File: config.mk
export PLATFORM = sky130hd
export DESIGN_NAME = sync_len_crc_frame_receiver_top
export DESIGN_NICKNAME = d
export VERILOG_FILES = /design/src/hdl/slcfr_pkg.sv /design/src/hdl/sync_len_crc_frame_receiver_top.sv /design/src/hdl/slcfr_ram.sv /design/src/hdl/slcfr_front.sv /design/src/hdl/slcfr_queue.sv /design/src/hdl/slcfr_back.sv
export VERILOG_INCLUDE_DIRS = /design/src /design/src/hdl
export SDC_FILE = /design/constraint.sdc
export NUM_CORES = 1
export LEC_CHECK = 0
export BUFFER_PORTS_ARGS = -buffer_cell sky130_fd_sc_hd__buf_2
export CAP_MARGIN = 20
export CORE_UTILIZATION = 45
export CTS_BUF_LIST = sky130_fd_sc_hd__clkbuf_8
export DETAILED_ROUTE_END_ITERATION = 8
export PLACE_DENSITY = 0.63
export SKIP_CTS_REPAIR_TIMING = 1
export SYNTH_ARGS = -nofsm -noshare
export SYNTH_HDL_FRONTEND = slang
export SYNTH_HIERARCHICAL = 1
export SYNTH_SLANG_ARGS = --single-unit
export TNS_END_PERCENT = 1
File: constraint.sdc
create_clock -name clk -period 8.2 [get_ports clk]
set_input_delay 1.23 -clock clk [delete_from_list [all_inputs] [get_ports clk]]
set_output_delay 1.23 -clock clk [all_outputs]
set_load 0.005 [all_outputs]
File: src/hdl/sync_len_crc_frame_receiver_top_macros.svh
// Assertion macros used by the frame receiver top level.
`ifndef SYNC_LEN_CRC_FRAME_RECEIVER_TOP_MACROS_SVH
`define SYNC_LEN_CRC_FRAME_RECEIVER_TOP_MACROS_SVH

`ifndef SYNTHESIS

// Same-cycle implication, disabled during reset.
`define SLCFR_ASSERT_SAME(label, clk, rst, ante, cons) \
  label: assert property (@(posedge clk) disable iff (rst) (ante) |-> (cons)) \
    else $error("slcfr check failed");

// Next-cycle implication, disabled during reset.
`define SLCFR_ASSERT_NEXT(label, clk, rst, ante, cons) \
  label: assert property (@(posedge clk) disable iff (rst) (ante) |=> (cons)) \
    else $error("slcfr check failed");

`else

`define SLCFR_ASSERT_SAME(label, clk, rst, ante, cons)
`define SLCFR_ASSERT_NEXT(label, clk, rst, ante, cons)

`endif

`endif

File: src/hdl/slcfr_pkg.sv
// Shared types and constants of the frame receiver.
package slcfr_pkg;

  // Default payload store depth
  localparam int PAYLOAD_MAX_DEF = 32;

  // Field widths
  localparam int LEN_W  = 6;
  localparam int CNT_W  = 32;
  localparam int EV_W   = 3;
  localparam int BYTE_W = 8;
  localparam int IDX_W  = 5;

  // Depth of the command queue between front and back
  localparam int QDEPTH = 2;

  // CRC16-CCITT
  localparam logic [15:0] CRC_INIT = 16'hFFFF;
  localparam logic [15:0] CRC_POLY = 16'h1021;

  // Result event codes
  localparam logic [EV_W-1:0] EV_TAKEN = 3'd0;
  localparam logic [EV_W-1:0] EV_GOOD  = 3'd1;
  localparam logic [EV_W-1:0] EV_SYNC  = 3'd2;
  localparam logic [EV_W-1:0] EV_LEN   = 3'd3;
  localparam logic [EV_W-1:0] EV_CRC   = 3'd4;

  // Register indexes (paddr[3:2])
  localparam logic [1:0] REG_SYNC_FIRST  = 2'd0;
  localparam logic [1:0] REG_SYNC_SECOND = 2'd1;
  localparam logic [1:0] REG_MAX_LENGTH  = 2'd2;

  // Command from front to back: one event, and the length for a good frame
  typedef struct packed {
    logic [EV_W-1:0]  ev;
    logic [LEN_W-1:0] len;
  } q_entry_t;

  // Back status seen by the front
  typedef struct packed {
    logic frame_done;
    logic reading;
  } back_stat_t;

endpackage

File: src/hdl/sync_len_crc_frame_receiver_top.sv
// Top level of the sync/length/CRC16 frame receiver.
// A byte's result goes via the command queue to the result register when the output is free.
// A good run is read via B_READ and B_WAIT at 1 result per cycle while the output is free.
// Throughput: 1 byte per cycle; payload bytes of the next frame stall while a run is read out
// of the payload store, and the 2-entry command queue fills when the result side stalls.
// Reset (synchronous): clears state and counters, registers to AA, 55, 32; no clearing pass.
`include "sync_len_crc_frame_receiver_top_macros.svh"

module sync_len_crc_frame_receiver_top #(
  parameter int PAYLOAD_MAX = slcfr_pkg::PAYLOAD_MAX_DEF
) (
  input  logic                             clk,
  input  logic                             rst,
  input  logic                             push,
  output logic                             full,
  input  logic [slcfr_pkg::BYTE_W-1:0]     rx_byte,
  input  logic                             pop,
  output logic                             empty,
  output logic [slcfr_pkg::EV_W-1:0]       event_res,
  output logic [slcfr_pkg::BYTE_W-1:0]     payload_byte,
  output logic [slcfr_pkg::IDX_W-1:0]      byte_index,
  output logic                             last_of_run,
  output logic [slcfr_pkg::CNT_W-1:0]      frame_count,
  output logic [slcfr_pkg::CNT_W-1:0]      crc_error_count,
  output logic [slcfr_pkg::CNT_W-1:0]      sync_error_count,
  input  logic                             psel,
  input  logic                             penable,
  input  logic                             pwrite,
  input  logic [3:0]                       paddr,
  input  logic [31:0]                      pwdata,
  output logic [31:0]                      prdata,
  output logic                             pready
);

  localparam int AW = (PAYLOAD_MAX > 1) ? $clog2(PAYLOAD_MAX) : 1;

  logic [7:0]                      sync_first, sync_second;
  logic [slcfr_pkg::LEN_W-1:0]     max_length;
  logic                            cfg_wr;

  logic                            q_full, q_empty, q_wr, q_rd;
  slcfr_pkg::q_entry_t             q_wdata, q_rdata;
  slcfr_pkg::back_stat_t           back_stat;
  logic                            ram_we, ram_re;
  logic [AW-1:0]                   ram_waddr, ram_raddr;
  logic [slcfr_pkg::BYTE_W-1:0]    ram_wdata, ram_rdata;

  // Configuration registers
  assign pready = 1'b1;
  assign cfg_wr = psel && penable && pwrite && pready;

  always_ff @(posedge clk) begin
    if (rst) begin
      sync_first  <= 8'hAA;
      sync_second <= 8'h55;
      max_length  <= 6'd32;
    end else if (cfg_wr) begin
      case (paddr[3:2])
        slcfr_pkg::REG_SYNC_FIRST:  sync_first  <= pwdata[7:0];
        slcfr_pkg::REG_SYNC_SECOND: sync_second <= pwdata[7:0];
        slcfr_pkg::REG_MAX_LENGTH:  max_length  <= pwdata[slcfr_pkg::LEN_W-1:0];
        default: begin
        end
      endcase
    end
  end

  // Register readback
  always_comb begin
    case (paddr[3:2])
      slcfr_pkg::REG_SYNC_FIRST:  prdata = {24'd0, sync_first};
      slcfr_pkg::REG_SYNC_SECOND: prdata = {24'd0, sync_second};
      slcfr_pkg::REG_MAX_LENGTH:  prdata = {26'd0, max_length};
      default:                    prdata = 32'd0;
    endcase
  end

  slcfr_front #(.PAYLOAD_MAX(PAYLOAD_MAX)) u_front (
    .clk         (clk),
    .rst         (rst),
    .push        (push),
    .full        (full),
    .rx_byte     (rx_byte),
    .sync_first  (sync_first),
    .sync_second (sync_second),
    .max_length  (max_length),
    .q_full      (q_full),
    .q_wr        (q_wr),
    .q_data      (q_wdata),
    .back_stat   (back_stat),
    .ram_we      (ram_we),
    .ram_waddr   (ram_waddr),
    .ram_wdata   (ram_wdata)
  );

  slcfr_queue u_queue (
    .clk     (clk),
    .rst     (rst),
    .wr_en   (q_wr),
    .wr_data (q_wdata),
    .full    (q_full),
    .rd_en   (q_rd),
    .rd_data (q_rdata),
    .empty   (q_empty)
  );

  slcfr_ram #(.WIDTH(slcfr_pkg::BYTE_W), .DEPTH(PAYLOAD_MAX)) u_payload_ram (
    .clk   (clk),
    .we    (ram_we),
    .waddr (ram_waddr),
    .wdata (ram_wdata),
    .re    (ram_re),
    .raddr (ram_raddr),
    .rdata (ram_rdata)
  );

  slcfr_back #(.PAYLOAD_MAX(PAYLOAD_MAX)) u_back (
    .clk              (clk),
    .rst              (rst),
    .q_empty          (q_empty),
    .q_data           (q_rdata),
    .q_rd             (q_rd),
    .ram_re           (ram_re),
    .ram_raddr        (ram_raddr),
    .ram_rdata        (ram_rdata),
    .back_stat        (back_stat),
    .pop              (pop),
    .empty            (empty),
    .event_res        (event_res),
    .payload_byte     (payload_byte),
    .byte_index       (byte_index),
    .last_of_run      (last_of_run),
    .frame_count      (frame_count),
    .crc_error_count  (crc_error_count),
    .sync_error_count (sync_error_count)
  );

  // Checks
  // payload store is never written while a run is being read out
  `SLCFR_ASSERT_SAME(a_no_write_during_run, clk, rst, ram_we, !back_stat.reading)
  // every non-payload result closes its run
  `SLCFR_ASSERT_SAME(a_single_is_last, clk, rst, !empty && (event_res != slcfr_pkg::EV_GOOD), last_of_run)
  // an accepted beat always lands in the command queue
  `SLCFR_ASSERT_NEXT(a_beat_queued, clk, rst, push && !full, !q_empty)

endmodule

File: src/hdl/slcfr_ram.sv
// Generic single-write, single-read RAM with registered read data.
module slcfr_ram #(
  parameter int WIDTH = 8,
  parameter int DEPTH = 32,
  localparam int AW = (DEPTH > 1) ? $clog2(DEPTH) : 1
) (
  input  logic             clk,
  input  logic             we,
  input  logic [AW-1:0]    waddr,
  input  logic [WIDTH-1:0] wdata,
  input  logic             re,
  input  logic [AW-1:0]    raddr,
  output logic [WIDTH-1:0] rdata
);

  logic [WIDTH-1:0] mem [DEPTH];

  always_ff @(posedge clk) begin
    if (we) begin
      mem[waddr] <= wdata;
    end
    if (re) begin
      rdata <= mem[raddr];
    end
  end

endmodule

File: src/hdl/slcfr_front.sv
// Front end: sync hunt, length check, payload store writes and running CRC.
module slcfr_front #(
  parameter int PAYLOAD_MAX = slcfr_pkg::PAYLOAD_MAX_DEF,
  localparam int AW = (PAYLOAD_MAX > 1) ? $clog2(PAYLOAD_MAX) : 1
) (
  input  logic                             clk,
  input  logic                             rst,
  input  logic                             push,
  output logic                             full,
  input  logic [slcfr_pkg::BYTE_W-1:0]     rx_byte,
  input  logic [7:0]                       sync_first,
  input  logic [7:0]                       sync_second,
  input  logic [slcfr_pkg::LEN_W-1:0]      max_length,
  input  logic                             q_full,
  output logic                             q_wr,
  output slcfr_pkg::q_entry_t              q_data,
  input  slcfr_pkg::back_stat_t            back_stat,
  output logic                             ram_we,
  output logic [AW-1:0]                    ram_waddr,
  output logic [slcfr_pkg::BYTE_W-1:0]     ram_wdata
);

  typedef enum logic [5:0] {
    PH_SYNC1   = 6'b000001,
    PH_SYNC2   = 6'b000010,
    PH_LEN     = 6'b000100,
    PH_PAYLOAD = 6'b001000,
    PH_CRC_HI  = 6'b010000,
    PH_CRC_LO  = 6'b100000
  } phase_t;

  localparam logic [6:0] PMAX = 7'(PAYLOAD_MAX);

  // One byte through the CRC16-CCITT shift, MSB first
  function automatic logic [15:0] crc_feed(input logic [15:0] c, input logic [7:0] b);
    logic [15:0] r;
    r = c ^ {b, 8'h00};
    for (int k = 0; k < 8; k++) begin
      r = r[15] ? ((r << 1) ^ slcfr_pkg::CRC_POLY) : (r << 1);
    end
    return r;
  endfunction

  phase_t                          phase, phase_next;
  logic [slcfr_pkg::LEN_W-1:0]     frame_length;
  logic [slcfr_pkg::LEN_W-1:0]     fill_index;
  logic [slcfr_pkg::LEN_W-1:0]     fill_inc;
  logic [15:0]                     crc;
  logic [7:0]                      crc_hi;
  logic                            busy;
  logic                            accept;
  logic [6:0]                      limit;
  logic                            len_ok;
  logic                            crc_match;
  logic [slcfr_pkg::EV_W-1:0]      ev;

  // Payload bytes wait while the back still reads the previous frame
  assign full   = q_full || ((phase == PH_PAYLOAD) && busy);
  assign accept = push && !full;

  assign limit     = ({1'b0, max_length} > PMAX) ? PMAX : {1'b0, max_length};
  assign len_ok    = (rx_byte != 8'd0) && (rx_byte <= {1'b0, limit});
  assign crc_match = (crc == {crc_hi, rx_byte});
  assign fill_inc  = fill_index + 6'd1;

  // Classify the byte
  always_comb begin
    phase_next = PH_SYNC1;
    ev         = slcfr_pkg::EV_TAKEN;
    case (phase)
      PH_SYNC2: begin
        if (rx_byte == sync_second) begin
          phase_next = PH_LEN;
        end else begin
          ev         = slcfr_pkg::EV_SYNC;
          phase_next = (rx_byte == sync_first) ? PH_SYNC2 : PH_SYNC1;
        end
      end
      PH_LEN: begin
        if (len_ok) begin
          phase_next = PH_PAYLOAD;
        end else begin
          ev = slcfr_pkg::EV_LEN;
        end
      end
      PH_PAYLOAD: begin
        phase_next = (fill_inc >= frame_length) ? PH_CRC_HI : PH_PAYLOAD;
      end
      PH_CRC_HI: begin
        phase_next = PH_CRC_LO;
      end
      PH_CRC_LO: begin
        ev = crc_match ? slcfr_pkg::EV_GOOD : slcfr_pkg::EV_CRC;
      end
      default: begin
        if (rx_byte == sync_first) begin
          phase_next = PH_SYNC2;
        end else begin
          ev = slcfr_pkg::EV_SYNC;
        end
      end
    endcase
  end

  // One command per accepted beat
  assign q_wr        = accept;
  assign q_data.ev   = ev;
  assign q_data.len  = frame_length;

  // Payload store write
  assign ram_we    = accept && (phase == PH_PAYLOAD);
  assign ram_waddr = fill_index[AW-1:0];
  assign ram_wdata = rx_byte;

  // Frame state
  always_ff @(posedge clk) begin
    if (rst) begin
      phase        <= PH_SYNC1;
      busy         <= 1'b0;
      frame_length <= '0;
      fill_index   <= '0;
      crc          <= slcfr_pkg::CRC_INIT;
    end else begin
      if (back_stat.frame_done) begin
        busy <= 1'b0;
      end
      if (accept) begin
        phase <= phase_next;
        case (phase)
          PH_LEN: begin
            frame_length <= rx_byte[slcfr_pkg::LEN_W-1:0];
            fill_index   <= '0;
            crc          <= crc_feed(slcfr_pkg::CRC_INIT, rx_byte);
          end
          PH_PAYLOAD: begin
            fill_index <= fill_inc;
            crc        <= crc_feed(crc, rx_byte);
          end
          PH_CRC_LO: begin
            if (crc_match) begin
              busy <= 1'b1;
            end
          end
          default: begin
          end
        endcase
      end
    end
  end

  // High check byte
  always_ff @(posedge clk) begin
    if (accept && (phase == PH_CRC_HI)) begin
      crc_hi <= rx_byte;
    end
  end

endmodule

File: src/hdl/slcfr_queue.sv
// Short command queue between front and back.
module slcfr_queue (
  input  logic                clk,
  input  logic                rst,
  input  logic                wr_en,
  input  slcfr_pkg::q_entry_t wr_data,
  output logic                full,
  input  logic                rd_en,
  output slcfr_pkg::q_entry_t rd_data,
  output logic                empty
);

  localparam int PW = (slcfr_pkg::QDEPTH > 1) ? $clog2(slcfr_pkg::QDEPTH) : 1;
  localparam int CW = $clog2(slcfr_pkg::QDEPTH + 1);
  localparam logic [PW-1:0] LAST = PW'(slcfr_pkg::QDEPTH - 1);
  localparam logic [CW-1:0] DEPTH_C = CW'(slcfr_pkg::QDEPTH);

  slcfr_pkg::q_entry_t slots [slcfr_pkg::QDEPTH];
  logic [PW-1:0]       wr_ptr, rd_ptr;
  logic [CW-1:0]       count;
  logic                do_wr, do_rd;

  assign full    = (count == DEPTH_C);
  assign empty   = (count == '0);
  assign do_wr   = wr_en && !full;
  assign do_rd   = rd_en && !empty;
  assign rd_data = slots[rd_ptr];

  // Pointers and fill level
  always_ff @(posedge clk) begin
    if (rst) begin
      wr_ptr <= '0;
      rd_ptr <= '0;
      count  <= '0;
    end else begin
      if (do_wr) begin
        wr_ptr <= (wr_ptr == LAST) ? '0 : wr_ptr + 1'b1;
      end
      if (do_rd) begin
        rd_ptr <= (rd_ptr == LAST) ? '0 : rd_ptr + 1'b1;
      end
      if (do_wr && !do_rd) begin
        count <= count + 1'b1;
      end else if (do_rd && !do_wr) begin
        count <= count - 1'b1;
      end
    end
  end

  // Storage
  always_ff @(posedge clk) begin
    if (do_wr) begin
      slots[wr_ptr] <= wr_data;
    end
  end

endmodule

File: src/hdl/slcfr_back.sv
// Back end: counters, payload run readout and the result register.
module slcfr_back #(
  parameter int PAYLOAD_MAX = slcfr_pkg::PAYLOAD_MAX_DEF,
  localparam int AW = (PAYLOAD_MAX > 1) ? $clog2(PAYLOAD_MAX) : 1
) (
  input  logic                             clk,
  input  logic                             rst,
  input  logic                             q_empty,
  input  slcfr_pkg::q_entry_t              q_data,
  output logic                             q_rd,
  output logic                             ram_re,
  output logic [AW-1:0]                    ram_raddr,
  input  logic [slcfr_pkg::BYTE_W-1:0]     ram_rdata,
  output slcfr_pkg::back_stat_t            back_stat,
  input  logic                             pop,
  output logic                             empty,
  output logic [slcfr_pkg::EV_W-1:0]       event_res,
  output logic [slcfr_pkg::BYTE_W-1:0]     payload_byte,
  output logic [slcfr_pkg::IDX_W-1:0]      byte_index,
  output logic                             last_of_run,
  output logic [slcfr_pkg::CNT_W-1:0]      frame_count,
  output logic [slcfr_pkg::CNT_W-1:0]      crc_error_count,
  output logic [slcfr_pkg::CNT_W-1:0]      sync_error_count
);

  localparam int CNT_W = slcfr_pkg::CNT_W;

  typedef enum logic [2:0] {
    B_IDLE = 3'b001,
    B_READ = 3'b010,
    B_WAIT = 3'b100
  } bstate_t;

  bstate_t                          state;
  logic [slcfr_pkg::LEN_W-1:0]      idx, idx_inc, run_len;
  logic                             last;
  logic                             out_valid, out_free;
  logic                             load_single, load_pay;
  logic [slcfr_pkg::CNT_W-1:0]      good_cnt, good_cnt_next;
  logic [slcfr_pkg::CNT_W-1:0]      crc_cnt, crc_cnt_next;
  logic [slcfr_pkg::CNT_W-1:0]      sync_cnt, sync_cnt_next;
  logic                             take;

  assign out_free = !out_valid || pop;
  assign empty    = !out_valid;
  assign idx_inc  = idx + 6'd1;
  assign last     = (idx_inc == run_len);

  // Pop control and payload reads
  always_comb begin
    q_rd        = 1'b0;
    ram_re      = 1'b0;
    ram_raddr   = idx[AW-1:0];
    load_single = 1'b0;
    load_pay    = 1'b0;
    case (state)
      B_IDLE: begin
        if (!q_empty) begin
          if (q_data.ev == slcfr_pkg::EV_GOOD) begin
            q_rd = 1'b1;
          end else if (out_free) begin
            q_rd        = 1'b1;
            load_single = 1'b1;
          end
        end
      end
      B_READ: begin
        ram_re = 1'b1;
      end
      B_WAIT: begin
        if (out_free) begin
          load_pay = 1'b1;
          if (!last) begin
            ram_re    = 1'b1;
            ram_raddr = idx_inc[AW-1:0];
          end
        end
      end
      default: begin
      end
    endcase
  end

  // Counter updates for the popped command
  assign take          = q_rd;
  assign good_cnt_next = good_cnt + CNT_W'(take && (q_data.ev == slcfr_pkg::EV_GOOD));
  assign crc_cnt_next  = crc_cnt + CNT_W'(take && (q_data.ev == slcfr_pkg::EV_CRC));
  assign sync_cnt_next = sync_cnt + CNT_W'(take && ((q_data.ev == slcfr_pkg::EV_SYNC) ||
                                                   (q_data.ev == slcfr_pkg::EV_LEN)));

  assign back_stat.reading    = (state != B_IDLE);
  assign back_stat.frame_done = load_pay && last;

  // Sequencer and counters
  always_ff @(posedge clk) begin
    if (rst) begin
      state     <= B_IDLE;
      out_valid <= 1'b0;
      good_cnt  <= '0;
      crc_cnt   <= '0;
      sync_cnt  <= '0;
      idx       <= '0;
      run_len   <= '0;
    end else begin
      good_cnt <= good_cnt_next;
      crc_cnt  <= crc_cnt_next;
      sync_cnt <= sync_cnt_next;
      if (load_single || load_pay) begin
        out_valid <= 1'b1;
      end else if (pop) begin
        out_valid <= 1'b0;
      end
      case (state)
        B_IDLE: begin
          if (q_rd && (q_data.ev == slcfr_pkg::EV_GOOD)) begin
            state   <= B_READ;
            idx     <= '0;
            run_len <= q_data.len;
          end
        end
        B_READ: begin
          state <= B_WAIT;
        end
        B_WAIT: begin
          if (load_pay) begin
            if (last) begin
              state <= B_IDLE;
            end else begin
              idx <= idx_inc;
            end
          end
        end
        default: begin
          state <= B_IDLE;
        end
      endcase
    end
  end

  // Result register
  always_ff @(posedge clk) begin
    if (load_single) begin
      event_res    <= q_data.ev;
      payload_byte <= '0;
      byte_index   <= '0;
      last_of_run  <= 1'b1;
    end else if (load_pay) begin
      event_res    <= slcfr_pkg::EV_GOOD;
      payload_byte <= ram_rdata;
      byte_index   <= idx[slcfr_pkg::IDX_W-1:0];
      last_of_run  <= last;
    end
    if (load_single || load_pay) begin
      frame_count      <= good_cnt_next;
      crc_error_count  <= crc_cnt_next;
      sync_error_count <= sync_cnt_next;
    end
  end

endmodule
Word-level counts from Yosys, hierarchy flattened
Memories as Yosys holds them, arrays and structs flattened. A register that Yosys moved wholly into a read port is not among the register bits.
Index checks and enable logic that the tools add are counted.
{ "op_classes": {"n_reduce_logical": 42, "muxes": 70, "n_shift": 0, "div_mod_pow": 0, "add_sub_neg": 9, "multipliers": 0, "eq_ne": 23, "bitwise": 18, "n_lt_le_gt_ge": 3} }
{ "op_table": {"columns": ["cell", "n"], "rows": [
  ["2-to-1 mux 13 bit", 16],
  ["adder 32 x 1 -> 32 bit", 3],
  ["NOT 3 bit", 16],
  ["case mux 16 bit (2 select lines)", 1],
  ["2-to-1 mux 6 bit", 5],
  ["case mux 6 bit (5 select lines)", 1],
  ["2-to-1 mux 1 bit", 24],
  ["case mux 6 bit (2 select lines)", 2],
  ["case mux 8 bit (3 select lines)", 1],
  ["2-to-1 mux 5 bit", 4],
  ["2-to-1 mux 3 bit", 6],
  ["equality test 16 bit", 1],
  ["equality test 8 bit", 2],
  ["NOT 16 bit", 1],
  ["XOR 16 bit", 1],
  ["logical AND 1 bit", 15],
  ["adder 6 x 1 -> 6 bit, second input constant", 2],
  ["2-to-1 mux 2 bit", 6],
  ["case mux 3 bit (4 select lines)", 1],
  ["AND reduction 2 bit", 6],
  ["nonzero test 2 bit", 5],
  ["equality test 3 x 2 -> 1 bit, second input constant", 3],
  ["case mux 3 bit (3 select lines)", 1],
  ["<= comparator 8 x 7 -> 1 bit", 1],
  ["26 further kinds", 41]
]} }
{ "word_totals": {"in_bits": 51, "ramBits": 274, "latch_bits": 0, "romBits": 0, "reg_bits": 294, "word_cells": 193, "mem_count": 2} }
{ "mem_list": {"columns": ["name", "depth", "word_bits", "read_ports", "rd_clocked_by_memory_dff", "write_ports", "line", "rtl"], "rows": [
  ["u_payload_ram.mem", 32, 8, 1, 1, 1, "slcfr_ram.sv:16", "logic [WIDTH-1:0] mem [DEPTH];"],
  ["u_queue.slots", 2, 9, 1, 1, 1, "slcfr_queue.sv:18", "slcfr_pkg::q_entry_t slots [slcfr_pkg::QDEPTH];"]
]} }

Depth between registers and ports, before layout
Gate-level depths: netlist of the first run.
{ "logic_depth": {"word_depth": 18, "depth_mapped": 15} }

Cells and area by module
Netlist of the first run, hierarchy kept.
{ "modules_own_cells": {"columns": ["module", "cells_each", "area_per_inst_um2", "n_inst"], "rows": [
  ["slcfr_ram", 417, 10133.5, 1],
  ["slcfr_back", 739, 8700.8, 1],
  ["slcfr_front", 353, 3065.4, 1],
  ["sync_len_crc_frame_receiver_top", 146, 1293.7, 1],
  ["slcfr_queue", 53, 864.6, 1]
]} }

Worst setup path after synthesis of the first run
No wires, ideal clock.
{ "synth_timing": {"kind": "input port to flip-flop", "startpoint": "input port pop", "endpoint": "register u_payload_ram.rdata[0] (read register of u_payload_ram.mem) (data pin)", "arrival_ns": 3.916, "setup_time_ns": 0.260, "t_required_ns": 7.940, "slack_ns": 4.025, "path_buffers": 3, "stages": 10, "cell_sequence": "nor2_1 -> nor3_1 -> o41ai_1 -> buf_2 -> xnor2_1 -> buf_6 -> buf_4 -> mux4_2 -> mux4_2 -> mux2_2"} }
{ "synth_via": {"elab_chain_len": 3, "elab_cells_between_ends": 5, "classes_between": "4 x mux; 1 x reduce/logical"} }
{ "synth_lines": {"columns": ["item", "line", "rtl"], "rows": [
  ["start, declared", "sync_len_crc_frame_receiver_top.sv:17", "input logic pop,"],
  ["logical OR 1 bit", "slcfr_back.sv:44", "assign out_free = !out_valid || pop;"],
  ["2-to-1 mux 5 bit", "slcfr_back.sv:71", "if (out_free) begin"],
  ["2-to-1 mux 5 bit", "slcfr_back.sv:56", "case (state)"],
  ["net ram_raddr[0]", "sync_len_crc_frame_receiver_top.sv:45", "logic [AW-1:0] ram_waddr, ram_raddr;"],
  ["end, declared", "slcfr_ram.sv:13", "output logic [WIDTH-1:0] rdata"]
]} }
The timed path passes the listed nets, and every way through them passes these cells.
A chain may end at the register's enable or synchronous reset.

Worst setup path in the final report of the first run
{ "layout_timing": {"startpoint": "register u_back/idx[0] (netlist name)", "endpoint": "register u_payload_ram.rdata[4] (read register of u_payload_ram.mem) (data pin)"} }
{ "layout_via": {"elab_chain_len": 5, "elab_cells_between_ends": 8, "classes_between": "1 x add/sub; 1 x eq/ne; 6 x mux"} }
{ "layout_lines": {"columns": ["item", "line", "rtl"], "rows": [
  ["start, declared", "slcfr_back.sv:35", "logic [slcfr_pkg::LEN_W-1:0] idx, idx_inc, run_len;"],
  ["start signal, assigned", "slcfr_back.sv:129", "idx <= idx_inc;"],
  ["adder 6 x 1 -> 6 bit", "slcfr_back.sv:46", "assign idx_inc = idx + 6'd1;"],
  ["equality test 6 bit", "slcfr_back.sv:47", "assign last = (idx_inc == run_len);"],
  ["2-to-1 mux 5 bit", "slcfr_back.sv:73", "if (!last) begin"],
  ["2-to-1 mux 5 bit", "slcfr_back.sv:71", null],
  ["2-to-1 mux 5 bit (*)", "slcfr_back.sv:56", null],
  ["net ram_raddr[0]", "sync_len_crc_frame_receiver_top.sv:45", null]
]} }
Mark *: on every way through the listed nets, which the timed path passes. The rest lies on a longest branch.

==> results of run 1 <==
worst max path at each step:
stage | endpoint | slack, ns
after floorplan | u_payload_ram/rdata[0] | 4.02
after global placement | u_payload_ram/rdata[4] | 3.00
after detailed placement | u_payload_ram/rdata[0] | 2.97
after CTS | u_payload_ram/rdata[4] | 3.32
after global routing | u_payload_ram/rdata[0] | 3.07
final | u_payload_ram/rdata[4] | 3.42
worst max-delay path: cells and delay by family, from the launching register on:
family | cells | cell delay (ns)
buffers and inverters | 2 | 1.24
AOI/OAI and AO/OA | 1 | 0.53
and+or+nand+nor | 1 | 0.09
muxes | 3 | 1.45
DFF | 1 | 0.52
adders and majority gates | 1 | 0.33
xor gates and xnor gates | 2 | 0.31
through the flow:
step           power (uW)  hold WS, ns
6_report             6570        0.452
5_1_grt              6870        0.471
4_1_cts              6680        0.453
3_5_place_dp         4130        0.445
3_3_place_gp         4110        0.442
2_1_floorplan        3840        0.447
power groups by stage:
stage / sequential, uW / combinational (uW) / clock [uW]
6_report: 3470 / 576 / 2530
5_1_grt: 3490 / 650 / 2730
4_1_cts: 3470 / 596 / 2610
3_5_place_dp: 3530 / 594 / 0
3_3_place_gp: 3530 / 584 / 0
2_1_floorplan: 3540 / 301 / 0
layout make-up:
cell class | instances | area [um^2]
fill | 4426 | 25500
sequential | 577 | 15400
multi-input combinational | 1019 | 8010
clock buffer | 112 | 1540
tap | 688 | 861
timing repair buffer | 157 | 817
clock inverter | 65 | 422
inverter | 20 | 75.1
antenna | 1 | 2.50
kinds of logic after synthesis:
| family | share of synthesized area |
|---|---|
| flops | 0.642 |
| fa+ha+maj | 0.0114 |
| xor+xnor | 0.0647 |
| mux | 0.0983 |
| compound gates | 0.0288 |
| simple gates | 0.124 |
| other cells | 0.000312 |
| buf+inv | 0.0304 |
flip-flops by register name, summed over array words and instances (netlist names), 8 cells and up, named ones only:
name,flops
u_back/crc_cnt,32
u_back/sync_cnt,32
sync_second,8
u_back/frame_count,32
u_back/good_cnt,32
u_front/crc,16
sync_first,8
u_queue/slots,18
u_back/payload_byte,8
u_front/crc_hi,8
u_payload_ram/rdata,8
u_back/sync_error_count,32
u_back/crc_error_count,32
u_payload_ram/mem,256
synthesized netlist by cell type, types with 4 or more instances:
| cell type | instances | share of area |
|---|---|---|
| sky130_fd_sc_hd__a21oi_1 | 33 | 0.0069 |
| sky130_fd_sc_hd__and2_1 | 16 | 0.0042 |
| sky130_fd_sc_hd__and3_1 | 31 | 0.0081 |
| sky130_fd_sc_hd__and4_1 | 12 | 0.0044 |
| sky130_fd_sc_hd__buf_1 | 5 | 0.00078 |
| sky130_fd_sc_hd__buf_2 | 8 | 0.0017 |
| sky130_fd_sc_hd__buf_4 | 45 | 0.014 |
| sky130_fd_sc_hd__buf_6 | 6 | 0.0028 |
| sky130_fd_sc_hd__clkbuf_1 | 51 | 0.0080 |
| sky130_fd_sc_hd__dfxtp_1 | 188 | 0.16 |
| sky130_fd_sc_hd__edfxtp_1 | 389 | 0.49 |
| sky130_fd_sc_hd__ha_1 | 22 | 0.011 |
| sky130_fd_sc_hd__inv_1 | 18 | 0.0028 |
| sky130_fd_sc_hd__mux2_2 | 19 | 0.0089 |
| sky130_fd_sc_hd__mux2i_1 | 35 | 0.015 |
| sky130_fd_sc_hd__mux4_2 | 80 | 0.075 |
| sky130_fd_sc_hd__nand2_1 | 118 | 0.018 |
| sky130_fd_sc_hd__nand2b_1 | 29 | 0.0075 |
| sky130_fd_sc_hd__nand3_1 | 45 | 0.0094 |
| sky130_fd_sc_hd__nand3b_1 | 8 | 0.0025 |
| sky130_fd_sc_hd__nand4_1 | 21 | 0.0055 |
| sky130_fd_sc_hd__nor2_1 | 114 | 0.018 |
| sky130_fd_sc_hd__nor2b_1 | 102 | 0.027 |
| sky130_fd_sc_hd__nor3_1 | 16 | 0.0033 |
| sky130_fd_sc_hd__nor3b_1 | 8 | 0.0025 |
| sky130_fd_sc_hd__nor4_1 | 10 | 0.0026 |
| sky130_fd_sc_hd__o211ai_2 | 15 | 0.0078 |
| sky130_fd_sc_hd__o21ai_0 | 20 | 0.0042 |
| sky130_fd_sc_hd__o31ai_1 | 4 | 0.0012 |
| sky130_fd_sc_hd__or3_1 | 8 | 0.0021 |
| sky130_fd_sc_hd__xnor2_1 | 103 | 0.037 |
| sky130_fd_sc_hd__xor2_1 | 73 | 0.027 |
metal layers:
layer / part of all wire / global-route usage
met1: 0.44 / 0.232
met2: 0.49 / 0.301
met3: 0.053 / 0.0331
met4: 0.018 / 0.0656
met5: 0 / 0
==> results, run 1 <==
- Once routing completed, OpenROAD measured the worst setup slack at between 3 and 4 ns.
- The type of element capturing the critical path is a flop.
- The number of placement rows is 84.
- The type of the setup path with the least slack is flop to flop.
- The number of clock buffers added by TritonCTS is 96.
- The maximum number of pins on one net before global-route repair is between 90 and 100.
- The number of placed I/O pins is about 200.
- After synthesis, the mean cell area works out to approximately 14 um^2.
- The maximum VDD drop is 0.167 mV.
- The depth of the worst register-to-register path is 10.
- The total of warnings raised by yosys is 6.
- The run finished with clean final reports.
- The placement-stage worst setup slack is 2.97 ns.
- Relative to the synthesized area, the layout overhead comes to 13.0%.
- The count of nets left with antenna violations once routing finished came out at 0.
- The final layout contains 1944 nets.
- The sequential area share after synthesis is 0.642.
- The final cell count without fillers is around 2600.
- Of the total power, the share spent switching nets is 0.240.
- For this design, the slowest cell found on the critical path is sky130_fd_sc_hd__buf_4.
- In this run, placement finished with an instance count of about 2500.
- The fraction of registers with async set or reset after synthesis is 0.
- In this run the vertical extent of the chip is between 200 and 250 um.
- The worst hold endpoint is u_back/payload_byte[3].
- After global routing the overflow that remains totals 0.
- The library cell used most frequently in the layout, excluding fill and tap cells, is sky130_fd_sc_hd__edfxtp_1.
- The final hold violation count is 0.
- Across every metal layer, demand over resource in global routing totals 0.180.
- The max-slew violation count is 0.
- The final count of negative-setup-slack endpoints is 0.
- The worst setup path is launched from a flop.
- The share of power burned in combinational logic is 0.088.
- The average via count per standard cell is between 5 and 6.
- Derived from the worst setup path, the maximum achievable clock frequency is 209 MHz.
- The floorplan step defined a die boundary enclosing ~0.054 mm^2.
- Counting flops with a built-in enable in the synthesized netlist gives 389.
- Summed over all layers, the routed wires come to 48.4 mm.
- Setup total negative slack on the finished layout was measured at 0 ns.
- The cell area after layout is roughly 0.027 mm^2.
- The portion of total power attributed to the clock network is 0.385.
- The critical path starts at u_back/idx[0].
- The internal power summed over all cells is about 5000 uW.
- The number of cells on the worst hold path is 2.
- The number of global-route vias before repair is approximately 14000.
- The source-to-sink clock delay at the later pin of the worst-skew pair is approximately 0.67 ns.
- The shortest clock period the worst path allows after layout is approximately 4.8 ns.
- Of the total power, registers draw 0.528.
- Along the worst path, the maximum fanout reaches 40.
- Power spread over the standard cell area amounts to approximately 240 mW/mm^2.
- The number of design-rule violations left by the first detailed-router iteration is approximately 740.
- In this run the most critical hold path is launched from u_back/payload_byte[3].
- In this run the horizontal extent of the chip is approximately 230 um.
- Setup repair after global routing left no endpoint under its margin.
- The actual slew at the worst max-slew pin is ~1.1 ns.
- Data on the critical path is required at its endpoint by around 8.6 ns.
- The maximum clock skew at final layout is between 0.02 and 0.03 ns.
- The number of antenna violations at the first check in global routing is 1.
- In this run the critical register-to-register path is launched from u_back/idx[0].
- The worst hold path class is flop to flop.
- Measured on the finished design, the core utilization comes to 0.516.
- The most frequently used flop master after synthesis is sky130_fd_sc_hd__edfxtp_1.
- The power dissipated by switching net loads is roughly 1600 uW.
- Leaving out fill and tap cells, the most frequent cells in the layout are 389 x sky130_fd_sc_hd__edfxtp_1, 188 x sky130_fd_sc_hd__dfxtp_1, 146 x sky130_fd_sc_hd__buf_2, 118 x sky130_fd_sc_hd__nand2_1, 114 x sky130_fd_sc_hd__nor2_1.
- The number of sinks on the clock net is roughly 580.
- The arrival time at the worst endpoint is 5.20 ns.
- The cell area that synthesis handed to floorplanning was 0.0241 mm^2.
- Across the run, the number of max-cap violations was 0.
- The number of input and output port buffers inserted is roughly 150.
- The post-route DRC violation count is 0.
- The initial standard-cell utilization of the core is 0.457.
- The analysis attributes to cell leakage a power of just under 0.01 uW.
- The synthesized netlist contains 67 unique library cells.
- The final estimated routing congestion in global placement is 0.808.
- In the final layout, the share of cells above drive strength 1 is 0.219.
- The worst register-to-register path ends at u_payload_ram/rdata[4].
- TritonCTS built the clock tree.
- The H-tree level count is 3.
- The tree is rooted in a sky130_fd_sc_hd__clkbuf_8.
- The first global-routing pass estimated between 70 and 80 mm of wire.
- Counting along the longest clock path gives a buffer depth of 3.
- The length of the first detailed-routing pass in iterations is 5.
- Dividing the detail-routed wire length by the instance count gives between 15 and 20 um.
- The register-to-register setup slack is roughly 3.4 ns.
- Of the available clock period, the critical path in the final layout requires 0.583.
- Summing all placed instances gives a cell area of 0.0252 mm^2.
- The normalized max-slew margin is 0.257.
- Detailed placement ended at an HPWL of around 30 mm.
- The region available for standard cell placement spans around 0.053 mm^2.
- The largest single stage delay on the critical path is approximately 0.66 ns.
- Walking the worst path, the cells encountered are ha_1 -> xnor2_1 -> nand2_1 -> o41ai_2 -> xnor2_2 -> buf_4 -> buf_4 -> mux4_2 -> mux4_2 -> mux2_2.
- After clock tree synthesis, the clock-pin slew on the worst setup and hold paths is 0.06 ns.
- Counting flops and latches in the post-synthesis netlist gives 577.
- The via count is 13700.
- The number of standard cells after synthesis is between 1500 and 2000.
(Power assumes the default switching activity.)
==> run 2, diff against run 1 <==
--- a/config.mk
+++ b/config.mk
@@ -6,6 +6,7 @@
 export SDC_FILE = /design/constraint.sdc
 export NUM_CORES = 1
 export LEC_CHECK = 0
+export ABC_AREA = 1
 export BUFFER_PORTS_ARGS = -buffer_cell sky130_fd_sc_hd__buf_2
 export CAP_MARGIN = 20
 export CORE_UTILIZATION = 45
==> constraint.sdc (replaced) <==
create_clock -name clk -period 4.45 [get_ports clk]
set_input_delay 0.6675 -clock clk [delete_from_list [all_inputs] [get_ports clk]]
set_output_delay 0.6675 -clock clk [all_outputs]
set_load 0.005 [all_outputs]
==> run 2 against run 1 <==
  * Clock skew up 0.016 ns
  * Count of clock-buffer cells in the layout fell by 7
  * First-iteration DRC count is 79% higher
  * Largest cell class unchanged
  * Largest power group unchanged
  * Highest routed layer unchanged
==> results, run 2 <==
- The run finished with clean final reports.
- The reported max-cap violation count came to 0 (unchanged).
- The register with the most flip-flops is u_payload_ram/mem.
- The highest attainable clock frequency is 261 MHz (+25%).
- The arrival time at the worst endpoint came to 4.28 ns (-0.92 ns).
- The actual slew at the worst max-slew pin was 0.985 ns (-0.120 ns).
- The via count was 19100 (+39%).
- The number of placement rows came to 88 (+4.8%).
- The critical path in this run is classified as flop to flop.
- The number of global-route vias before repair came to 18000 (+30%).
- The global-route wire length before repair is 95.2 mm (+27%).
- The areal power density over the cells is 475 mW/mm^2 (+96%).
- The worst setup path is captured at a flop.
- The initial standard-cell utilization of the core came to 0.456 (-0.000919).
- The average wire length per cell after detail routing is 15.9 um (-13%).
- The cell area after synthesis came to 0.0263 mm^2 (+9.4%).
- The sequential area share after synthesis is 0.587 (-0.0549).
- The post-route DRC violation count came to 0 (unchanged).
- The number of standard cells after synthesis was 2784 (+63%).
- Setup repair after global routing left no endpoint under its margin.
- The synthesized-area fraction occupied by adder cells came to 0.0105 (-0.000978).
- The total leakage power is 0.0116 uW (+18%).
- The average size of a mapped cell is 9.45 um^2 (-33%).
- The die height came to 244 um (+4.5%).
- By area the synthesized netlist is led by sky130_fd_sc_hd__edfxtp_1 44%, sky130_fd_sc_hd__dfxtp_1 14%, sky130_fd_sc_hd__nand2_1 11%, sky130_fd_sc_hd__nand3_1 5.7%, sky130_fd_sc_hd__inv_1 3.3%.
- The post-synthesis cell type with the largest combined area is sky130_fd_sc_hd__edfxtp_1.
- The most common cell after layout, fill and taps aside is sky130_fd_sc_hd__nand2_1.
- The worst setup path is launched from a flop.
- In the synthesized netlist, the cells that appear most often are 800 x sky130_fd_sc_hd__nand2_1, 389 x sky130_fd_sc_hd__edfxtp_1, 297 x sky130_fd_sc_hd__nand3_1.
- The flip-flop count of the largest register, all copies and words added was 256 (unchanged).
- The length of the first detailed-routing pass in iterations is 4 (-1).
- The overall power of the completed layout is 13900 uW (+110%).
- The maximum buffer depth of the clock tree is 3 (unchanged).
- The sum of overflow across all layers after global routing was 0 (unchanged).
- The proportion of synthesized area in mux cells came to 0.00423 (-0.0941).
- The number of input and output port buffers inserted is 147 (unchanged).
- The final hold violation count is 0 (unchanged).
- The final estimated routing congestion in global placement came to 0.884 (+9.3%).
- The maximum fanout along the worst path is 9 (-78%).
- The number of antenna violations at the first check in global routing was 1 (unchanged).
- The final count of negative-setup-slack endpoints is 0 (unchanged).
- The chip width came to 244 um (+4.5%).
- The final total negative setup slack is 0 ns (unchanged).
- The floorplan die area came to 0.0594 mm^2 (+9.3%).
- Among all flip-flop cells after synthesis, the most frequent one is sky130_fd_sc_hd__edfxtp_1.
- The fraction of registers with async set or reset after synthesis is 0 (unchanged).
- The detailed-placement wirelength estimate is 39.5 mm (+29%).
- The final clock period utilization by the worst path was 0.861 (+0.278).
- The number of design-rule violations left by the first detailed-router iteration is 1329 (+79%).
- The number of routed nets with antenna violations came to 0 (unchanged).
- The fraction of layout cells with a size suffix above 1 is 0.146 (-0.0739).
- The number of enable flip-flop cells after synthesis came to 389 (unchanged).
- The count of distinct cell types in the synthesized netlist is 64 (-4.5%).
- The area share of the leading cell type in the synthesized netlist is 0.444 (-0.0415).
- The number of register bits inferred by synthesis is 577 (unchanged).
- The H-tree level count is 3 (unchanged).
- The share of the synthesized area in compound gates (AO/OA/AOI/OAI) was 0.0376 (+0.00876).
- In this run the clock root is driven by a sky130_fd_sc_hd__clkbuf_8.
- The wire length after detailed routing came to 60.3 mm (+24%).
- The number of CTS-inserted buffers is 96 (unchanged).
- The maximum clock skew at final layout is 0.0417 ns (+0.0157 ns).
- The maximum number of pins on one net before global-route repair was 129 (+34%).
- The worst hold path class is input port to flop.
- The total global routing track utilization came to 0.202 (+0.0218).
- The clock-pin slew on the worst setup and hold paths is 0.06 ns (about the same).
- The shortest clock period the worst path allows after layout was 3.83 ns (-0.952 ns).
- The post-layout net count was 3011 (+55%).
- The synthesized-area fraction occupied by and/or/nand/nor cells is 0.261 (+0.137).
- The core outline area is 0.0577 mm^2 (+9.6%).
- The most common cell in the synthesized netlist is sky130_fd_sc_hd__nand2_1.
- The number of sinks on the clock net is 577 (unchanged).
- The area added between synthesis and finish is 11.5%.
- The number of cells on the worst hold path is 3 (+1).
- The maximum VDD drop is 0.381 mV (+130%).
- The source-to-sink clock delay at the later pin of the worst-skew pair is 0.70 ns (+0.03 ns).
- TritonCTS built the clock tree.
- The largest family of logic cells by synthesized area is simple AND/OR/NAND/NOR gates.
- The number of inserted filler cells in the final layout is 5336 (+21%).
- The synthesized-area fraction occupied by xor and xnor cells is 0.0261 (-0.0387).
- The normalized max-slew margin is 0.343 (+0.0865).
- The total of warnings raised by yosys is 6 (unchanged).
- In the layout the commonest cells are 800 x sky130_fd_sc_hd__nand2_1, 389 x sky130_fd_sc_hd__edfxtp_1, 297 x sky130_fd_sc_hd__nand3_1, 262 x sky130_fd_sc_hd__inv_1, 214 x sky130_fd_sc_hd__nor2_1.
- The max-slew violation count was 0 (unchanged).
- The average via count per standard cell is 5.04 (-3.3%).
- The number of placed I/O pins was 199 (unchanged).
- The depth of the worst register-to-register path is 16 (+6).
- The critical path required time was 4.89 ns (-3.72 ns).
-- run 2: cell count changes after synthesis, sizes merged, moves of 34 or more --
cell,before,now
nor2,114,246
nand2,118,818
mux4,80,0
mux2i,35,1
inv,18,257
o21ai,23,62
nand3,46,305
xnor2,103,29
buf,64,109
nor3,17,68
nor2b,103,0
a21oi,33,110
-- run 2: critical path: stages, from the launching register on --
cell and delay [ns]:
sky130_fd_sc_hd__dfxtp_1 0.54, sky130_fd_sc_hd__mux2_2 0.41, sky130_fd_sc_hd__nor3_1 0.24, sky130_fd_sc_hd__nand2_1 0.10, sky130_fd_sc_hd__inv_1 0.18, sky130_fd_sc_hd__nor2_1 0.13, sky130_fd_sc_hd__nor4_1 0.22, sky130_fd_sc_hd__ha_1 0.28
sky130_fd_sc_hd__ha_1 0.22, sky130_fd_sc_hd__nand2_1 0.09, sky130_fd_sc_hd__nor2_2 0.16, sky130_fd_sc_hd__nand2_1 0.13, sky130_fd_sc_hd__nor2_2 0.18, sky130_fd_sc_hd__nand4_1 0.20, sky130_fd_sc_hd__nor3_1 0.29, sky130_fd_sc_hd__or2_2 0.18
sky130_fd_sc_hd__nand2_1 0.05
-- run 2: kinds of logic (layout without fill, tap and decap cells) --
logic type | count (synthesis) | in the layout
AOI/OAI and AO/OA | 184 | 184
xor gates and xnor gates | 71 | 71
adders and majority gates | 22 | 22
buffers and inverters | 390 | 605
DFF | 577 | 577
muxes | 10 | 10
other | 2 | 26
and+or+nand+nor | 1528 | 1528
-- run 2: final cells by class --
| class | instances | area, um^2 | area share |
|---|---|---|---|
| flip-flops and latches | 577 | 15400 | 0.526 |
| clock inverters | 77 | 544 | 0.0186 |
| diodes | 1 | 2.50 | 0.0000853 |
| clock buffers | 105 | 1450 | 0.0493 |
| inverters | 259 | 985 | 0.0336 |
| multi-input cells | 1840 | 9050 | 0.308 |
| repair buffers | 164 | 916 | 0.0312 |
| well taps | 765 | 957 | 0.0326 |
-- run 2: path summary, 6_finish.rpt --
kind                            slack [ns]                          to              startpoint
worst min-delay path                  0.20               sync_first[3]               pwdata[3]
worst max register to register        0.62  u_back/crc_error_count[22]                    flop
worst min register to register        0.46      u_back/payload_byte[7]  u_back/payload_byte[7]
worst max-delay path                  0.62  u_back/crc_error_count[22]                    flop
-- run 2: power breakdown --
group	leakage, uW	internal, uW	switching, uW
Combinational	0.00537	813	1630
Clock	0.00113	2610	2170
Sequential	0.00510	6470	229
-- run 2: layer usage --
layer | global-route usage | wire length (um)
met5 | 0 | 0
met4 | 0.0654 | 1270
met3 | 0.0368 | 3690
met2 | 0.320 | 28000
met1 | 0.278 | 27300
-- run 2: through the flow --
stage	setup slack, ns	util	cells	hold WS (ns)	area, um^2
2_1_floorplan	0.408	-	2807	0.426	26400
3_3_place_gp	0.596	0.474	3605	0.439	27300
3_5_place_dp	0.565	0.474	3605	0.447	27300
4_1_cts	0.545	0.509	3787	0.142	29300
5_1_grt	0.164	0.509	3788	0.168	29300
6_report	0.619	0.509	3788	0.198	29300
==> run 3, diff against run 2 <==
--- a/config.mk
+++ b/config.mk
@@ -9,10 +9,11 @@
 export ABC_AREA = 1
 export BUFFER_PORTS_ARGS = -buffer_cell sky130_fd_sc_hd__buf_2
 export CAP_MARGIN = 20
-export CORE_UTILIZATION = 45
+export CORE_UTILIZATION = 40
 export CTS_BUF_LIST = sky130_fd_sc_hd__clkbuf_8
 export DETAILED_ROUTE_END_ITERATION = 8
-export PLACE_DENSITY = 0.63
+export GPL_ROUTABILITY_DRIVEN = 0
+export PLACE_DENSITY = 0.57
 export SKIP_CTS_REPAIR_TIMING = 1
 export SYNTH_ARGS = -nofsm -noshare
 export SYNTH_HDL_FRONTEND = slang
==> run 3 against run 2 <==
  * Die area grew 12%
  * Total power shrank 1.6%
  * Final cell count grew 2.5%
  * Clock power shrank 4%
  * Flip-flop and latch count is the same
  * Sequential power is essentially flat
  * Global-route usage shrank 2.4 points
  * Critical path type unchanged
==> results, run 3 (same netlist as run 2, synthesis figures left out) <==
- The flow ran to the end, and the final reports show no timing, DRC or antenna violations.
- The root buffer cell chosen for the clock tree is sky130_fd_sc_hd__clkbuf_8.
- The type of element capturing the critical path is a flop.
- The tightest min-delay check is of the input port to flop type.
- The reported max-cap violation count is 0 (unchanged).
- The register with the most flip-flops in the final layout is u_payload_ram/mem.
- The core outline area came to 0.0647 mm^2 (+12%).
- In the layout the commonest cells are 800 x sky130_fd_sc_hd__nand2_1, 389 x sky130_fd_sc_hd__edfxtp_1, 297 x sky130_fd_sc_hd__nand3_1, 268 x sky130_fd_sc_hd__inv_1, 214 x sky130_fd_sc_hd__nor2_1.
- The average wire length per cell after detail routing is 15.4 um (-3.0%).
- Leaving out fill and tap cells, the most frequent cell in the layout is sky130_fd_sc_hd__nand2_1.
- The post-placement cell count is 3703 (+2.7%).
- The final hold violation count came to 0 (unchanged).
- The global-route wire length before repair came to 94.5 mm (-0.67%).
- The average via count per standard cell was 4.89 (-2.9%).
- The floorplan die area is 0.0668 mm^2 (+12%).
- The depth of the worst register-to-register path came to 17 (+1).
- The number of design-rule violations left by the first detailed-router iteration is 1173 (-12%).
- The final total negative setup slack is 0 ns (unchanged).
- The areal power density over the cells is 465 mW/mm^2 (-2.0%).
- The chip width came to 258 um (+6.0%).
- The portion of total power attributed to the clock network is 0.335 (-0.008).
- The internal power summed over all cells came to 9800 uW (-0.91%).
- The placed instance area is 0.0276 mm^2 (+0.77%).
- The max-slew violation count is 0 (unchanged).
- The sum of overflow across all layers after global routing is 0 (unchanged).
- The source-to-sink clock delay at the later pin of the worst-skew pair came to 0.66 ns (-0.04 ns).
- The maximum clock skew at final layout came to 0.0269 ns (-0.0148 ns).
- The power dissipated by switching net loads is 3900 uW (-3.2%).
- The number of antenna violations at the first check in global routing came to 1 (unchanged).
- The shortest clock period the worst path allows after layout is 4.06 ns (+0.228 ns).
- The final clock period utilization by the worst path is 0.912 (+0.0512).
- The H-tree level count is 3 (unchanged).
- The number of global-route vias before repair is 18200 (+1.3%).
- The total global routing track utilization came to 0.177 (-0.0243).
- The initial standard-cell utilization of the core is 0.407 (-0.0493).
- The final cell count without fillers was 3884 (+2.5%).
- The total leakage power is 0.0116 uW (+0.31%).
- Setup repair after global routing left no endpoint under its margin.
- The arrival time at the worst endpoint is 4.47 ns (+0.19 ns).
- The clock-pin slew on the worst setup and hold paths is 0.06 ns (about the same).
- The detailed-placement wirelength estimate is 40.2 mm (+1.7%).
- The normalized max-slew margin is 0.307 (-0.0359).
- The fraction of layout cells with a size suffix above 1 is 0.146 (+0.000702).
- The maximum fanout along the worst path was 9 (unchanged).
- The register-to-register setup slack is 0.39 ns (-0.23 ns).
- The flip-flop count of the largest register, all copies and words added was 256 (unchanged).
- The number of placed I/O pins came to 199 (unchanged).
- The endpoint of the lowest-slack register-to-register path is u_back/crc_error_count[22].
- The post-layout net count is 3019 (+0.27%).
- The end point of the critical path is u_back/crc_error_count[22].
- The length of the first detailed-routing pass in iterations is 5 (+1).
- The number of input and output port buffers inserted was 147 (unchanged).
- The sequential group share of total power is 0.488 (+0.007).
- The critical path required time is 4.86 ns (-0.03 ns).
- The number of CTS-inserted buffers is 96 (unchanged).
- The die height is 258 um (+6.0%).
- The cell area after layout was 0.0295 mm^2 (+0.48%).
- The switching share of total power is 0.285 (-0.00473).
- The share of power burned in combinational logic came to 0.177 (about the same).
- The maximum number of pins on one net before global-route repair is 96 (-26%).
- The post-route DRC violation count was 0 (unchanged).
- The overall power of the completed layout was 13700 uW (-1.6%).
- The highest attainable clock frequency is 246 MHz (-5.6%).
- STA classifies the critical path startpoint as a flop.
- The utilization of the core after routing is 0.456 (-0.0529).
- The number of placement rows is 93 (+5.7%).
- The actual slew at the worst max-slew pin is 1.04 ns (+0.0500 ns).
- TritonCTS built the clock tree.
- The number of sinks on the clock net is 577 (unchanged).
- The via count is 19000 (-0.39%).
- The number of routed nets with antenna violations came to 0 (unchanged).
- The final count of negative-setup-slack endpoints is 0 (unchanged).
- The wire length after detailed routing is 59.9 mm (-0.58%).
- The maximum buffer depth of the clock tree is 3 (unchanged).
- The maximum VDD drop is 0.341 mV (-10%).
- The area growth from synthesis to layout is 12.1%.
- The setup path with the least slack is of type flop to flop.
run 3: cell count changes in the layout (fill, tap and decap cells not counted):
cell | previous run | this run
sky130_fd_sc_hd__inv_1 | 262 | 268
sky130_fd_sc_hd__clkbuf_8 | 105 | 111
sky130_fd_sc_hd__bufinv_16 | 7 | 4
sky130_fd_sc_hd__clkinv_1 | 19 | 16
sky130_fd_sc_hd__clkinvlp_4 | 1 | 2
sky130_fd_sc_hd__inv_12 | 1 | 0
sky130_fd_sc_hd__buf_4 | 14 | 19
sky130_fd_sc_hd__inv_8 | 2 | 0
sky130_fd_sc_hd__clkinv_8 | 1 | 0
sky130_fd_sc_hd__buf_12 | 4 | 7
sky130_fd_sc_hd__clkinv_2 | 20 | 15
run 3: through the flow:
| step | hold slack (ns) | setup slack (ns) |
|---|---|---|
| floorplan | 0.426 | 0.408 |
| global placement | 0.444 | 0.476 |
| detailed placement | 0.456 | 0.385 |
| CTS | 0.181 | 0.345 |
| global route | 0.220 | 0.0233 |
| finish | 0.241 | 0.391 |
run 3: power by group through the flow:
| stage | Combinational, uW | Sequential (uW) | Clock (uW) |
|---|---|---|---|
| after floorplan | 1460 | 6870 | 0 |
| after global placement | 2440 | 6800 | 0 |
| after detailed placement | 2470 | 6810 | 0 |
| after CTS | 2480 | 6700 | 4770 |
| after global routing | 2730 | 6750 | 4990 |
| final | 2420 | 6690 | 4600 |
run 3: per-layer routing:
layer | up-vias | global-route usage | part of all wire
met3 | 77 | 0.0309 | 0.054
met2 | 464 | 0.297 | 0.48
met4 | 0 | 0.0585 | 0.018
met1 | 8951 | 0.232 | 0.45
li1 | 9516 | - | -
met5 | - | 0 | 0
run 3: worst max-delay path, cell delays in order (launching register included):
cell	delay (ns)
sky130_fd_sc_hd__dfxtp_1	0.56
sky130_fd_sc_hd__mux2_2	0.41
sky130_fd_sc_hd__nor3_1	0.51
sky130_fd_sc_hd__nand2_1	0.15
sky130_fd_sc_hd__inv_1	0.16
sky130_fd_sc_hd__nor2_1	0.11
sky130_fd_sc_hd__nor4_1	0.19
sky130_fd_sc_hd__buf_4	0.18
sky130_fd_sc_hd__ha_1	0.17
sky130_fd_sc_hd__ha_1	0.19
sky130_fd_sc_hd__nand2_1	0.09
sky130_fd_sc_hd__nor2_2	0.11
sky130_fd_sc_hd__nand2_1	0.10
sky130_fd_sc_hd__nor2_2	0.18
sky130_fd_sc_hd__nand4_1	0.18
sky130_fd_sc_hd__nor3_1	0.31
sky130_fd_sc_hd__or2_2	0.18
sky130_fd_sc_hd__nand2_1	0.04
run 3: worst min path at each step:
stage / slack [ns] / start / depth (start not counted) / to
floorplan: 0.43 / u_front/frame_length[2] / 0 / u_queue/slots[0][2]
global placement: 0.44 / u_front/frame_length[2] / 0 / u_queue/slots[0][2]
finish: 0.24 / pwdata[6] / 3 / sync_second[6]
detailed placement: 0.46 / u_front/frame_length[2] / 0 / u_queue/slots[0][2]
CTS: 0.18 / pwdata[6] / 3 / sync_second[6]
global route: 0.22 / pwdata[4] / 3 / sync_second[4]
run 3: cell type report:
cell class	instances	area (um^2)
multi-input combinational	1840	9050
sequential	577	15400
clock inverter	69	393
clock buffer	111	1530
tap	855	1070
timing repair buffer	172	1010
fill	6211	35200
antenna	1	2.50
inverter	259	985
